===== config.mk =====
export PLATFORM = sky130hd
export DESIGN_NAME = framed_command_ack_retransmit_core
export DESIGN_NICKNAME = d
export VERILOG_FILES = /design/src/fcar_pkg.sv /design/src/fcar_front.sv /design/src/fcar_cmd_fifo.sv /design/src/fcar_back.sv /design/src/framed_command_ack_retransmit_core.sv
export SDC_FILE = /design/constraint.sdc
export NUM_CORES = 1
export LEC_CHECK = 0
export ABC_CLOCK_PERIOD_IN_PS = 4900
export BUFFER_PORTS_ARGS = -buffer_cell sky130_fd_sc_hd__buf_2
export CELL_PAD_IN_SITES_DETAIL_PLACEMENT = 1
export CELL_PAD_IN_SITES_GLOBAL_PLACEMENT = 1
export CORE_MARGIN = 2
export CORE_UTILIZATION = 44
export DETAILED_ROUTE_END_ITERATION = 8
export GPL_ROUTABILITY_DRIVEN = 0
export GPL_TIMING_DRIVEN = 0
export PLACE_DENSITY_LB_ADDON = 0.12
export SYNTH_ARGS = -nofsm -noshare
export SYNTH_HDL_FRONTEND = slang
export SYNTH_SLANG_ARGS = --single-unit

===== constraint.sdc =====
create_clock -name clk -period 4.9 [get_ports clk]
set_clock_uncertainty 0.1 [all_clocks]
set_input_delay 1.225 -clock clk [delete_from_list [all_inputs] [get_ports clk]]
set_output_delay 1.225 -clock clk [all_outputs]
set_load 0.01 [all_outputs]

===== src/fcar_pkg.sv =====
// Shared constants and character tables for the framed command and ack core.
package fcar_pkg;

  // Item kinds on the input channel
  localparam logic OPC_BYTE = 1'b0;
  localparam logic OPC_TICK = 1'b1;

  // Framing and packet characters
  localparam logic [7:0] START_MARK = 8'h21;
  localparam logic [7:0] END_MARK   = 8'h23;
  localparam logic [7:0] CHAR_CR    = 8'h0D;
  localparam logic [7:0] CHAR_LF    = 8'h0A;
  localparam logic [7:0] CHAR_ZERO  = 8'h30;

  // Command and packet head lengths, marks included
  localparam int RST_LEN  = 5;
  localparam int OK_LEN   = 4;
  localparam int HEAD_LEN = 5;

  // Tick counter and timeout register
  localparam int          TICK_W        = 16;
  localparam logic [15:0] TICK_MAX      = 16'hFFFF;
  localparam logic [15:0] TIMEOUT_RESET = 16'd1000;

  // Reset command text "!RST#"
  function automatic logic [7:0] rst_text(input logic [2:0] idx);
    logic [7:0] c;
    case (idx)
      3'd0:    c = 8'h21;
      3'd1:    c = 8'h52;
      3'd2:    c = 8'h53;
      3'd3:    c = 8'h54;
      3'd4:    c = 8'h23;
      default: c = 8'h00;
    endcase
    return c;
  endfunction

  // Acknowledge command text "!OK#"
  function automatic logic [7:0] ok_text(input logic [2:0] idx);
    logic [7:0] c;
    case (idx)
      3'd0:    c = 8'h21;
      3'd1:    c = 8'h4F;
      3'd2:    c = 8'h4B;
      3'd3:    c = 8'h23;
      default: c = 8'h00;
    endcase
    return c;
  endfunction

  // Packet head "!ADC="
  function automatic logic [7:0] head_text(input logic [2:0] idx);
    logic [7:0] c;
    case (idx)
      3'd0:    c = 8'h21;
      3'd1:    c = 8'h41;
      3'd2:    c = 8'h44;
      3'd3:    c = 8'h43;
      3'd4:    c = 8'h3D;
      default: c = 8'h00;
    endcase
    return c;
  endfunction

endpackage


===== src/fcar_front.sv =====
// Front end: frames received bytes, counts ticks and issues packet commands.
module fcar_front #(
  parameter int FRAME_DEPTH = 32,
  parameter int SAMPLE_BITS = 12
) (
  input  logic                     clk,
  input  logic                     rst_n,
  input  logic                     in_push,
  output logic                     in_full,
  input  logic                     in_opcode,
  input  logic [7:0]               in_rx_byte,
  input  logic [SAMPLE_BITS-1:0]   in_adc_sample,
  input  logic                     cfg_wr_en,
  input  logic [fcar_pkg::TICK_W-1:0] cfg_wr_data,
  output logic                     cmd_push,
  output logic [SAMPLE_BITS:0]     cmd_data,
  input  logic                     cmd_full
);
  import fcar_pkg::*;

  localparam int LEN_W = $clog2(FRAME_DEPTH);

  logic [LEN_W-1:0]       len_r, len_nxt;
  logic                   rst_m_r, rst_m_nxt;
  logic                   ok_m_r, ok_m_nxt;
  logic                   waiting_r, waiting_nxt;
  logic [TICK_W-1:0]      elapsed_r, elapsed_nxt;
  logic [TICK_W-1:0]      timeout_r, timeout_nxt;
  logic [SAMPLE_BITS-1:0] held_r, held_nxt;
  logic [TICK_W-1:0]      tick_inc;
  logic                   accept;

  // Stall input only when the command queue cannot take a packet
  assign in_full = cmd_full;
  assign accept  = in_push && !cmd_full;

  // Classify the item and update framing, ack wait and tick state
  always_comb begin
    len_nxt     = len_r;
    rst_m_nxt   = rst_m_r;
    ok_m_nxt    = ok_m_r;
    waiting_nxt = waiting_r;
    elapsed_nxt = elapsed_r;
    held_nxt    = held_r;
    cmd_push    = 1'b0;
    cmd_data    = {1'b0, held_r};
    tick_inc    = (elapsed_r == TICK_MAX) ? elapsed_r : elapsed_r + TICK_W'(1);
    timeout_nxt = cfg_wr_en ? cfg_wr_data : timeout_r;

    if (accept) begin
      if (in_opcode == OPC_TICK) begin
        // Advance the saturating count and resend on timeout
        elapsed_nxt = tick_inc;
        if (waiting_r && (tick_inc >= timeout_r)) begin
          elapsed_nxt = '0;
          cmd_push    = 1'b1;
          cmd_data    = {1'b1, held_r};
        end
      end else if (in_rx_byte == START_MARK) begin
        // Restart the frame holding just the start mark
        len_nxt   = LEN_W'(1);
        rst_m_nxt = 1'b1;
        ok_m_nxt  = 1'b1;
      end else if (len_r != '0) begin
        // Append, tracking whether the frame still spells a known command
        if (len_r < LEN_W'(FRAME_DEPTH - 1)) begin
          len_nxt   = len_r + LEN_W'(1);
          rst_m_nxt = rst_m_r && (len_r < LEN_W'(RST_LEN)) &&
                      (in_rx_byte == rst_text(len_r[2:0]));
          ok_m_nxt  = ok_m_r && (len_r < LEN_W'(OK_LEN)) &&
                      (in_rx_byte == ok_text(len_r[2:0]));
        end else begin
          // Drop an overflowing frame
          len_nxt   = '0;
          rst_m_nxt = 1'b0;
          ok_m_nxt  = 1'b0;
        end
        if (in_rx_byte == END_MARK) begin
          if ((len_nxt == LEN_W'(RST_LEN)) && rst_m_nxt) begin
            held_nxt    = in_adc_sample;
            waiting_nxt = 1'b1;
            elapsed_nxt = '0;
            cmd_push    = 1'b1;
            cmd_data    = {1'b0, in_adc_sample};
          end else if ((len_nxt == LEN_W'(OK_LEN)) && ok_m_nxt) begin
            waiting_nxt = 1'b0;
          end
          len_nxt = '0;
        end
      end
    end
  end

  // Hold front state
  always_ff @(posedge clk) begin
    if (!rst_n) begin
      len_r     <= '0;
      rst_m_r   <= 1'b0;
      ok_m_r    <= 1'b0;
      waiting_r <= 1'b0;
      elapsed_r <= '0;
      held_r    <= '0;
      timeout_r <= TIMEOUT_RESET;
    end else begin
      len_r     <= len_nxt;
      rst_m_r   <= rst_m_nxt;
      ok_m_r    <= ok_m_nxt;
      waiting_r <= waiting_nxt;
      elapsed_r <= elapsed_nxt;
      held_r    <= held_nxt;
      timeout_r <= timeout_nxt;
    end
  end

endmodule


===== src/fcar_cmd_fifo.sv =====
// Short queue of packet commands between the front and back ends.
module fcar_cmd_fifo #(
  parameter int WIDTH = 13,
  parameter int DEPTH = 2
) (
  input  logic             clk,
  input  logic             rst_n,
  input  logic             push,
  input  logic [WIDTH-1:0] push_data,
  output logic             full,
  input  logic             pop,
  output logic [WIDTH-1:0] pop_data,
  output logic             empty
);
  localparam int PTR_W = (DEPTH > 1) ? $clog2(DEPTH) : 1;
  localparam int CNT_W = $clog2(DEPTH + 1);

  logic [WIDTH-1:0] mem [DEPTH];
  logic [PTR_W-1:0] wr_ptr_r, rd_ptr_r;
  logic [CNT_W-1:0] count_r;
  logic             do_push, do_pop;

  assign full     = (count_r == CNT_W'(DEPTH));
  assign empty    = (count_r == '0);
  assign do_push  = push && !full;
  assign do_pop   = pop && !empty;
  assign pop_data = mem[rd_ptr_r];

  // Write entries
  always_ff @(posedge clk) begin
    if (do_push) begin
      mem[wr_ptr_r] <= push_data;
    end
  end

  // Advance pointers and occupancy
  always_ff @(posedge clk) begin
    if (!rst_n) begin
      wr_ptr_r <= '0;
      rd_ptr_r <= '0;
      count_r  <= '0;
    end else begin
      if (do_push) begin
        wr_ptr_r <= (wr_ptr_r == PTR_W'(DEPTH - 1)) ? '0 : wr_ptr_r + PTR_W'(1);
      end
      if (do_pop) begin
        rd_ptr_r <= (rd_ptr_r == PTR_W'(DEPTH - 1)) ? '0 : rd_ptr_r + PTR_W'(1);
      end
      if (do_push && !do_pop) begin
        count_r <= count_r + CNT_W'(1);
      end else if (do_pop && !do_push) begin
        count_r <= count_r - CNT_W'(1);
      end
    end
  end

endmodule


===== src/fcar_back.sv =====
// Back end: converts the sample to decimal and streams packet bytes out.
module fcar_back #(
  parameter int SAMPLE_BITS = 12
) (
  input  logic                   clk,
  input  logic                   rst_n,
  input  logic [SAMPLE_BITS:0]   cmd_data,
  input  logic                   cmd_empty,
  output logic                   cmd_pop,
  output logic                   out_empty,
  input  logic                   out_pop,
  output logic [7:0]             out_tx_byte,
  output logic                   out_is_resend,
  output logic                   out_last_of_packet
);
  import fcar_pkg::*;

  localparam int NDIG   = (SAMPLE_BITS <= 9) ? 3 : ((SAMPLE_BITS <= 13) ? 4 : 5);
  localparam int BCD_W  = NDIG * 4;
  localparam int STEP_B = 4;
  localparam int STEPS  = (SAMPLE_BITS + STEP_B - 1) / STEP_B;
  localparam int BIN_W  = STEPS * STEP_B;
  localparam int SCNT_W = $clog2(STEPS + 1);

  typedef enum logic [1:0] {PH_HEAD, PH_DIGS, PH_TAIL} phase_t;

  logic                busy_r;
  phase_t              phase_r;
  logic [2:0]          idx_r;
  logic                resend_r;
  logic [BCD_W-1:0]    bcd_r;
  logic [BIN_W-1:0]    bin_r;
  logic [SCNT_W-1:0]   steps_r;
  logic                out_valid_r;
  logic [7:0]          out_byte_r;
  logic                out_resend_r;
  logic                out_last_r;

  logic [BCD_W-1:0]    bcd_step;
  logic [BIN_W-1:0]    bin_step;
  logic [2:0]          top_dig;
  logic [3:0]          cur_dig;
  logic                byte_ok;
  logic                adv;
  logic                finish;
  logic                load;
  logic [7:0]          byte_sel;

  // Shift-and-add-three over four sample bits per cycle
  always_comb begin
    bcd_step = bcd_r;
    bin_step = bin_r;
    for (int s = 0; s < STEP_B; s++) begin
      for (int d = 0; d < NDIG; d++) begin
        if (bcd_step[d*4 +: 4] >= 4'd5) begin
          bcd_step[d*4 +: 4] = bcd_step[d*4 +: 4] + 4'd3;
        end
      end
      bcd_step = {bcd_step[BCD_W-2:0], bin_step[BIN_W-1]};
      bin_step = {bin_step[BIN_W-2:0], 1'b0};
    end
  end

  // Find the most significant nonzero digit
  always_comb begin
    top_dig = 3'd0;
    for (int d = 0; d < NDIG; d++) begin
      if (bcd_r[d*4 +: 4] != 4'd0) begin
        top_dig = 3'(d);
      end
    end
  end

  assign cur_dig = bcd_r[idx_r*4 +: 4];

  // Select the byte at the current packet position
  always_comb begin
    case (phase_r)
      PH_HEAD: byte_sel = head_text(idx_r);
      PH_DIGS: byte_sel = CHAR_ZERO + {4'd0, cur_dig};
      PH_TAIL: begin
        case (idx_r)
          3'd0:    byte_sel = END_MARK;
          3'd1:    byte_sel = CHAR_CR;
          default: byte_sel = CHAR_LF;
        endcase
      end
      default: byte_sel = 8'h00;
    endcase
  end

  // Hold off leaving the head until the decimal digits are ready
  assign byte_ok = !((phase_r == PH_HEAD) && (idx_r == 3'(HEAD_LEN - 1)) &&
                     (steps_r != '0));
  assign adv     = busy_r && byte_ok && (!out_valid_r || out_pop);
  assign finish  = adv && (phase_r == PH_TAIL) && (idx_r == 3'd2);
  assign cmd_pop = !busy_r || finish;
  assign load    = cmd_pop && !cmd_empty;

  assign out_empty          = !out_valid_r;
  assign out_tx_byte        = out_byte_r;
  assign out_is_resend      = out_resend_r;
  assign out_last_of_packet = out_last_r;

  // Sequence the packet and hold the output register
  always_ff @(posedge clk) begin
    if (!rst_n) begin
      busy_r      <= 1'b0;
      phase_r     <= PH_HEAD;
      idx_r       <= 3'd0;
      steps_r     <= '0;
      out_valid_r <= 1'b0;
    end else begin
      // Output register
      if (adv) begin
        out_valid_r  <= 1'b1;
        out_byte_r   <= byte_sel;
        out_resend_r <= resend_r;
        out_last_r   <= finish;
      end else if (out_pop) begin
        out_valid_r <= 1'b0;
      end

      // Decimal conversion runs on its own schedule
      if (steps_r != '0) begin
        bcd_r   <= bcd_step;
        bin_r   <= bin_step;
        steps_r <= steps_r - SCNT_W'(1);
      end

      if (load) begin
        busy_r   <= 1'b1;
        phase_r  <= PH_HEAD;
        idx_r    <= 3'd0;
        resend_r <= cmd_data[SAMPLE_BITS];
        bcd_r    <= '0;
        bin_r    <= BIN_W'(cmd_data[SAMPLE_BITS-1:0]);
        steps_r  <= SCNT_W'(STEPS);
      end else if (finish) begin
        busy_r <= 1'b0;
      end else if (adv) begin
        unique case (phase_r)
          PH_HEAD: begin
            if (idx_r == 3'(HEAD_LEN - 1)) begin
              phase_r <= PH_DIGS;
              idx_r   <= top_dig;
            end else begin
              idx_r <= idx_r + 3'd1;
            end
          end
          PH_DIGS: begin
            if (idx_r == 3'd0) begin
              phase_r <= PH_TAIL;
            end else begin
              idx_r <= idx_r - 3'd1;
            end
          end
          PH_TAIL: idx_r <= idx_r + 3'd1;
          default: phase_r <= PH_HEAD;
        endcase
      end
    end
  end

endmodule


===== src/framed_command_ack_retransmit_core.sv =====
// A closing byte of "!RST#" or a timeout tick queues a packet command; the back end
// loads it and registers the first packet byte. Throughput: one item per cycle while
// the two-entry command queue has room. Each packet streams one byte per cycle while
// out_pop keeps up: 8 bytes plus the sample's decimal digits, converted during the head.
// Reset (rst_n low, synchronous): frame, ack wait, tick count, sample and queues clear;
// the ack timeout returns to 1000 ticks. No clearing pass; items are taken right after.
module framed_command_ack_retransmit_core #(
  parameter int FRAME_DEPTH = 32,
  parameter int SAMPLE_BITS = 12
) (
  input  logic                        clk,
  input  logic                        rst_n,
  input  logic                        in_push,
  output logic                        in_full,
  input  logic                        in_opcode,
  input  logic [7:0]                  in_rx_byte,
  input  logic [SAMPLE_BITS-1:0]      in_adc_sample,
  output logic                        out_empty,
  input  logic                        out_pop,
  output logic [7:0]                  out_tx_byte,
  output logic                        out_is_resend,
  output logic                        out_last_of_packet,
  input  logic                        cfg_wr_en,
  input  logic [fcar_pkg::TICK_W-1:0] cfg_wr_data
);
  import fcar_pkg::*;

  localparam int CMD_W = SAMPLE_BITS + 1;

  logic             cmd_push, cmd_full, cmd_pop, cmd_empty;
  logic [CMD_W-1:0] cmd_wdata, cmd_rdata;

  // Accept and classify items
  fcar_front #(
    .FRAME_DEPTH (FRAME_DEPTH),
    .SAMPLE_BITS (SAMPLE_BITS)
  ) u_front (
    .clk           (clk),
    .rst_n         (rst_n),
    .in_push       (in_push),
    .in_full       (in_full),
    .in_opcode     (in_opcode),
    .in_rx_byte    (in_rx_byte),
    .in_adc_sample (in_adc_sample),
    .cfg_wr_en     (cfg_wr_en),
    .cfg_wr_data   (cfg_wr_data),
    .cmd_push      (cmd_push),
    .cmd_data      (cmd_wdata),
    .cmd_full      (cmd_full)
  );

  // Buffer packet commands
  fcar_cmd_fifo #(
    .WIDTH (CMD_W),
    .DEPTH (2)
  ) u_cmd_fifo (
    .clk       (clk),
    .rst_n     (rst_n),
    .push      (cmd_push),
    .push_data (cmd_wdata),
    .full      (cmd_full),
    .pop       (cmd_pop),
    .pop_data  (cmd_rdata),
    .empty     (cmd_empty)
  );

  // Stream packets out
  fcar_back #(
    .SAMPLE_BITS (SAMPLE_BITS)
  ) u_back (
    .clk                (clk),
    .rst_n              (rst_n),
    .cmd_data           (cmd_rdata),
    .cmd_empty          (cmd_empty),
    .cmd_pop            (cmd_pop),
    .out_empty          (out_empty),
    .out_pop            (out_pop),
    .out_tx_byte        (out_tx_byte),
    .out_is_resend      (out_is_resend),
    .out_last_of_packet (out_last_of_packet)
  );

endmodule

[Yosys cells after proc, flatten, opt, wreduce, memory -nomap -nowiden]
Memory sizes are Yosys's and may differ from the RTL's. A register that Yosys moved wholly into a read port is not among the register bits.
Cells that the tools add are included.
W data, S select, Z words.
Word-level totals
  ROM bits: 0
  bits in writable memories: 26
  flip-flop bits (word level): 104
  bits in latches: 0
  word-level logic and storage cells: 254
  output and inout bits: 12
  memories: 1
Memory list
  u_cmd_fifo.mem: words 2, bits a word 13, read ports 1, clocked after Yosys merged registers in 1, write ports 1, RTL line fcar_cmd_fifo.sv:18  | logic [WIDTH-1:0] mem [DEPTH];
Operators by class
  divide/modulo/power cells: 0
  bitwise gates (word level): 5
  muxes and demuxes: 102
  order comparisons: 20
  shifts and indexed selects: 1
  $add $sub $neg: 26
  multipliers: 0
  reduce and logical (&&, ||, !) cells: 56
  equality and inequality tests: 22
Operator list (number)
  $mux W16: 8
  $mux W8: 10
  $mux W13: 6
  $pmux W7 S5: 2
  $ge A4 B3 Y1 const B: 16
  $add A4 B2 Y4 const B: 12
  $mux W4: 12
  $mux W5: 8
  $mux W12: 3
  $mux W1: 34
  $pmux W7 S4: 1
  $pmux W8 S3: 1
  $reduce_bool A2 Y1: 10
  $logic_and A1 B1 Y1: 18
  $mux W3: 6
  $add A16 B1 Y16 const B: 1
  $eq A16 B16 Y1 const B: 1
  $eq A8 B6 Y1 const B: 2
  $eq A8 B8 Y1: 2
  $ge A16 B16 Y1: 1
  $mux W2: 8
  $shiftx A16 B6 Y4: 1
  $add A3 B2 Y3 const B: 4
  $eq A3 B2 Y1 const B: 4
  33 further kinds: 61

[Logic depth before layout (Yosys ltp)]
  depth after elaboration: 26
  mapped depth: 26

[Modules after synthesis]
A second synthesis with hierarchy kept.
Unflattened totals
  cells, all modules: 988
  area total of the unflattened synthesis: 8904.8 um2
By module, submodules not included
  fcar_back: area each 4446.8 um2, times used 1, cells each 526
  fcar_front: area each 3291.9 um2, times used 1, cells each 397
  fcar_cmd_fifo: area each 1166.1 um2, times used 1, cells each 65

[Worst setup path before layout]
No wires, ideal clock.
  kind: flip-flop to flip-flop
  start point: register u_back.bcd_r[8]
  end point: register u_back.bcd_r[13], data pin
  arrival: 4.714 ns
  buffers on the path: 0
  library setup time: 0.147 ns
  stages on the path, launching flop included: 23
  required time: 4.653 ns
  period minus slack after synthesis: 4.961 ns
  slack: -0.061 ns
  cell sequence: edfxtp_1 > ha_1 > nand2b_2 > and3_1 > a211oi_1 > inv_1 > ha_1 > nor2b_1 > o31ai_4 > xnor2_1 > inv_1 > ha_1 > nor2b_1 > a2111oi_2 > o311ai_4 > o21bai_1 > mux2i_1 > inv_1 > ha_1 > nor2b_1 > or3_1 > a31o_2 > a21oi_1
On the way
  cells in the longest elaborated chain, start to end: 9
Ends and longest elaborated chain
  from (decl): RTL line fcar_back.sv:31  | logic [BCD_W-1:0] bcd_r;
  from (signal assigned): RTL line fcar_back.sv:126  | bcd_r <= bcd_step;
  $add A4 B2 Y4 / $ge A4 B3 Y1 (equally long branches): RTL line fcar_back.sv:56, fcar_back.sv:55
  $mux W4 (*): RTL line fcar_back.sv:55  | if (bcd_step[d*4 +: 4] >= 4'd5) begin
  $add A4 B2 Y4, or another cell as far along: RTL line fcar_back.sv:56  | bcd_step[d*4 +: 4] = bcd_step[d*4 +: 4] + 4'd3;
  $mux W4 / $mux W3 (equally long branches): RTL line fcar_back.sv:55
  $add A4 B2 Y4, or another cell as far along: RTL line fcar_back.sv:56
  $mux W4 / $mux W3 (equally long branches): RTL line fcar_back.sv:55
  $ge A4 B3 Y1 / $add A3 B2 Y3 (equally long branches): RTL line fcar_back.sv:55, fcar_back.sv:56
  $mux W3 (*): RTL line fcar_back.sv:55
  $mux W16 (*): RTL line fcar_back.sv:125  | if (steps_r != '0) begin
Mark *: on every way between the ends. The rest lies on a longest branch, timed or not. The select of a mux whose other input is x is not followed.
A chain may end at the register's enable or synchronous reset.

[Final worst setup path]
Same ends and word-level chain as after synthesis.

==> flow_summary.json <==
{
  "synth_top_family_by_area": "simple AND/OR/NAND/NOR gates",
  "wl_met3_um": 480,
  "endpoint": "u_back.bcd_r[13]",
  "yosys.area_share.simple": 0.191,
  "drc_errors": 0,
  "syn_nets": 1030,
  "ys_warn_count": 0,
  "timing.fmax_mhz": 206,
  "post_dp_cell_area_mm2": 0.00926,
  "port_buffers": 49,
  "die_h_um": 144,
  "maxCapViolations": 0,
  "initial_core_util": 0.446,
  "pin_count": 54,
  "muxShareOfSynthArea": 0.0935,
  "final_common_cell": "nor2_1",
  "holdBufCountCts": 0,
  "area_growth_pct": 22.2,
  "ys_ff_latch": 130,
  "cp_max_fo": 4,
  "fin_crit_sh": 0.993,
  "cts_made_buffers": 17,
  "worstPathCellList": "ha_2 -> nand2b_4 -> and3_4 -> a211oi_4 -> inv_2 -> ha_4 -> nor2b_4 -> o31ai_4 -> xnor2_2 -> inv_2 -> ha_4 -> nor2b_4 -> nand2b_4 -> or4b_4 -> o311ai_4 -> o21bai_4 -> mux2i_4 -> buf_6 -> ha_4 -> nor2b_4 -> nand3b_1 -> a31o_2 -> a21oi_2",
  "rows": 51,
  "yosys.area_share.xor_xnor": 0.0323,
  "max_stage_delay_ns": 0.48,
  "top_layer_used": "met4",
  "r2r-start": "u_back.bcd_r[8]",
  "min_from": "u_back.resend_r",
  "drv_slew": 0,
  "fin_nets": 1135,
  "setup_tns_ns": 0,
  "async_flop_share": 0,
  "synth_edf_count": 64,
  "grtUsageTotal": 0.219,
  "status": "finished clean",
  "num_vias": 7043,
  "clock_latency_ns": 0.42,
  "hp-class": "reg2reg",
  "grt_max_degree": 29,
  "wl_met2_mm": 12.3,
  "synthAdderAreaFrac": 0.0986,
  "cpMaxStageDelayCell": "edfxtp_1",
  "dpl.hpwl_mm": 15.7,
  "ys_seq_area_frac": 0.376,
  "wirelength_mm": 23.0,
  "fin_area_mm2": 0.0105,
  "htreeDepth": 4,
  "antenna_found_initial": 0,
  "drive_gt1_frac": 0.239,
  "reg2reg_depth": 23,
  "layout_min_cycle_time_ns": 4.86,
  "grt_pass1_vias": 7137,
  "core_mm2": 0.0193,
  "worstSetupStartpointType": "flop",
  "fillCellCount": 2238,
  "ys.flop_type": "dfxtp_1",
  "tritoncts": "yes",
  "hold_viol": 0,
  "setup_viol": 0,
  "worstPathArrival_ns": 4.91,
  "path_class": "reg2reg",
  "mostFrequentLayoutCells": "78 x nor2_1, 72 x nand2_1, 65 x dfxtp_1",
  "hold_slack_ns": 0.362,
  "worst_slew_pin_slew_ns": 0.851,
  "ys_types": 83,
  "synth_compound_area_frac": 0.159,
  "crit_required_ns": 4.95,
  "max_slew_margin": 0.431,
  "clock-sinks": 130,
  "clkTransAtPathRegs_ns": 0.06,
  "grt.overflow.total": 0,
  "syn_area_per_cell_um2": 9.38,
  "die-area_mm2": 0.0208,
  "wl_met1_mm": 10.0,
  "diodes": 0,
  "drt_iter0_drc": 285,
  "clock_path_buffers": 2,
  "crit_start": "u_back.bcd_r[8]",
  "cts-root-buf": "clkbuf_16",
  "cp-end-kind": "flop",
  "drtAntennaViolNets": 0,
  "post_drt_wl_per_cell_um": 17.7,
  "vias_per_cell": 5.41,
  "synth_cells": 920,
  "grt_pass1_wl_mm": 35.6,
  "dr.pass1.iters": 4,
  "fin_util": 0.545,
  "worst-r2r-setup-slack_ns": 0.04,
  "syn_area_mm2": 0.00863,
  "die_w_um": 144,
  "reg2reg_to": "u_back.bcd_r[13]"
}
-- cells in the mapped netlist (6+ instances only) --
master	n	area (um2)
a31oi_1	11	68.8
clkbuf_1	27	101
o21a_1	6	45.0
ha_1	68	851
o211ai_1	14	105
nand3b_1	7	52.6
inv_1	66	248
nand2_1	72	270
nor3_1	17	85.1
edfxtp_1	64	1920
a211oi_1	7	52.6
dfxtp_1	66	1320
and2_1	27	169
nor2_1	79	297
xor2_1	14	123
xnor2_1	16	140
nand3_1	21	105
or2_2	7	43.8
mux2_2	18	203
a21o_1	11	82.6
o21ai_0	36	180
nor2b_1	12	75.1
and3_1	9	56.3
mux2i_1	44	440
a21oi_1	47	235
o21ai_1	6	30.0
or3_1	10	62.6
nand4_1	9	56.3
a22oi_1	8	60.1
nand2b_1	19	119
-- critical path: cells and delay by family (launching register included) --
kind                     cells  cell delay, ns
multiplexers                 1            0.10
AO/OA/AOI/OAI                6            1.09
adder cells (fa/ha/maj)      4            0.73
XOR/XNOR                     1            0.18
buffers and inverters        3            0.32
AND/OR/NAND/NOR              8            1.56
flip-flops                   1            0.48
-- how the worst min path moves through the flow --
stage / to / cells past startpoint / slack (ns)
CTS: u_back.out_is_resend / 0 / 0.33
global placement: u_back.out_is_resend / 0 / 0.33
finish: u_back.out_is_resend / 0 / 0.36
detailed placement: u_back.out_is_resend / 0 / 0.32
floorplan: u_back.out_is_resend / 0 / 0.30
global route: u_back.out_is_resend / 0 / 0.37
-- kinds of logic after synthesis --
family	Yosys count
simple gates	319
compound gates	193
flops	130
buf+inv	107
mux	71
fa+ha+maj	68
xor+xnor	31
other cells	1
-- stage by stage --
step	setup WS, ns	cells
after floorplan	0.00259	920
after global placement	-1.11	1234
after detailed placement	-0.586	1234
after CTS	0.0113	1280
after global routing	-0.116	1303
final	0.0363	1303
-- sequential cells by signal, summed over array words and instances, names as in the netlist, 2 cells and up, named ones only --
register	cells
u_back.bcd_r	16
u_cmd_fifo.mem	26
u_front.elapsed_r	16
u_front.timeout_r	16
u_front.held_r	12
u_back.idx_r	3
u_back.bin_r	12
u_back.steps_r	2
u_front.len_r	5
u_cmd_fifo.count_r	2
u_back.out_tx_byte	7
u_back.phase_r	2
-- what timing repair did --
| item | CTS | global route |
|---|---|---|
| pin swaps | 7 | 18 |
| gates cloned | 0 | 1 |
| setup buffers | 15 | 22 |
| resized for setup | 23 | 53 |
| setup endpoints to repair | 46 | 47 |
-- metal layers --
metal  track usage  up-vias
li1              -     3490
met1         0.259     3455
met2         0.410       78
met3        0.0361       20
met4        0.0547        0
met5             0        -
-- cell type report --
class                           instances  area, um2  area share
Buffer                                 39        173      0.0164
Clock buffer                           22        475      0.0451
Timing Repair Buffer                   86        527      0.0499
Clock inverter                         10        178      0.0168
Multi-Input combinational cell        684       5370       0.509
Inverter                               67        253      0.0240
Sequential cell                       130       3240       0.308
Tap cell                              265        332      0.0314
Power is not shown: default switching activity piles up to over one toggle a cycle in this logic, so the estimate is an artifact.
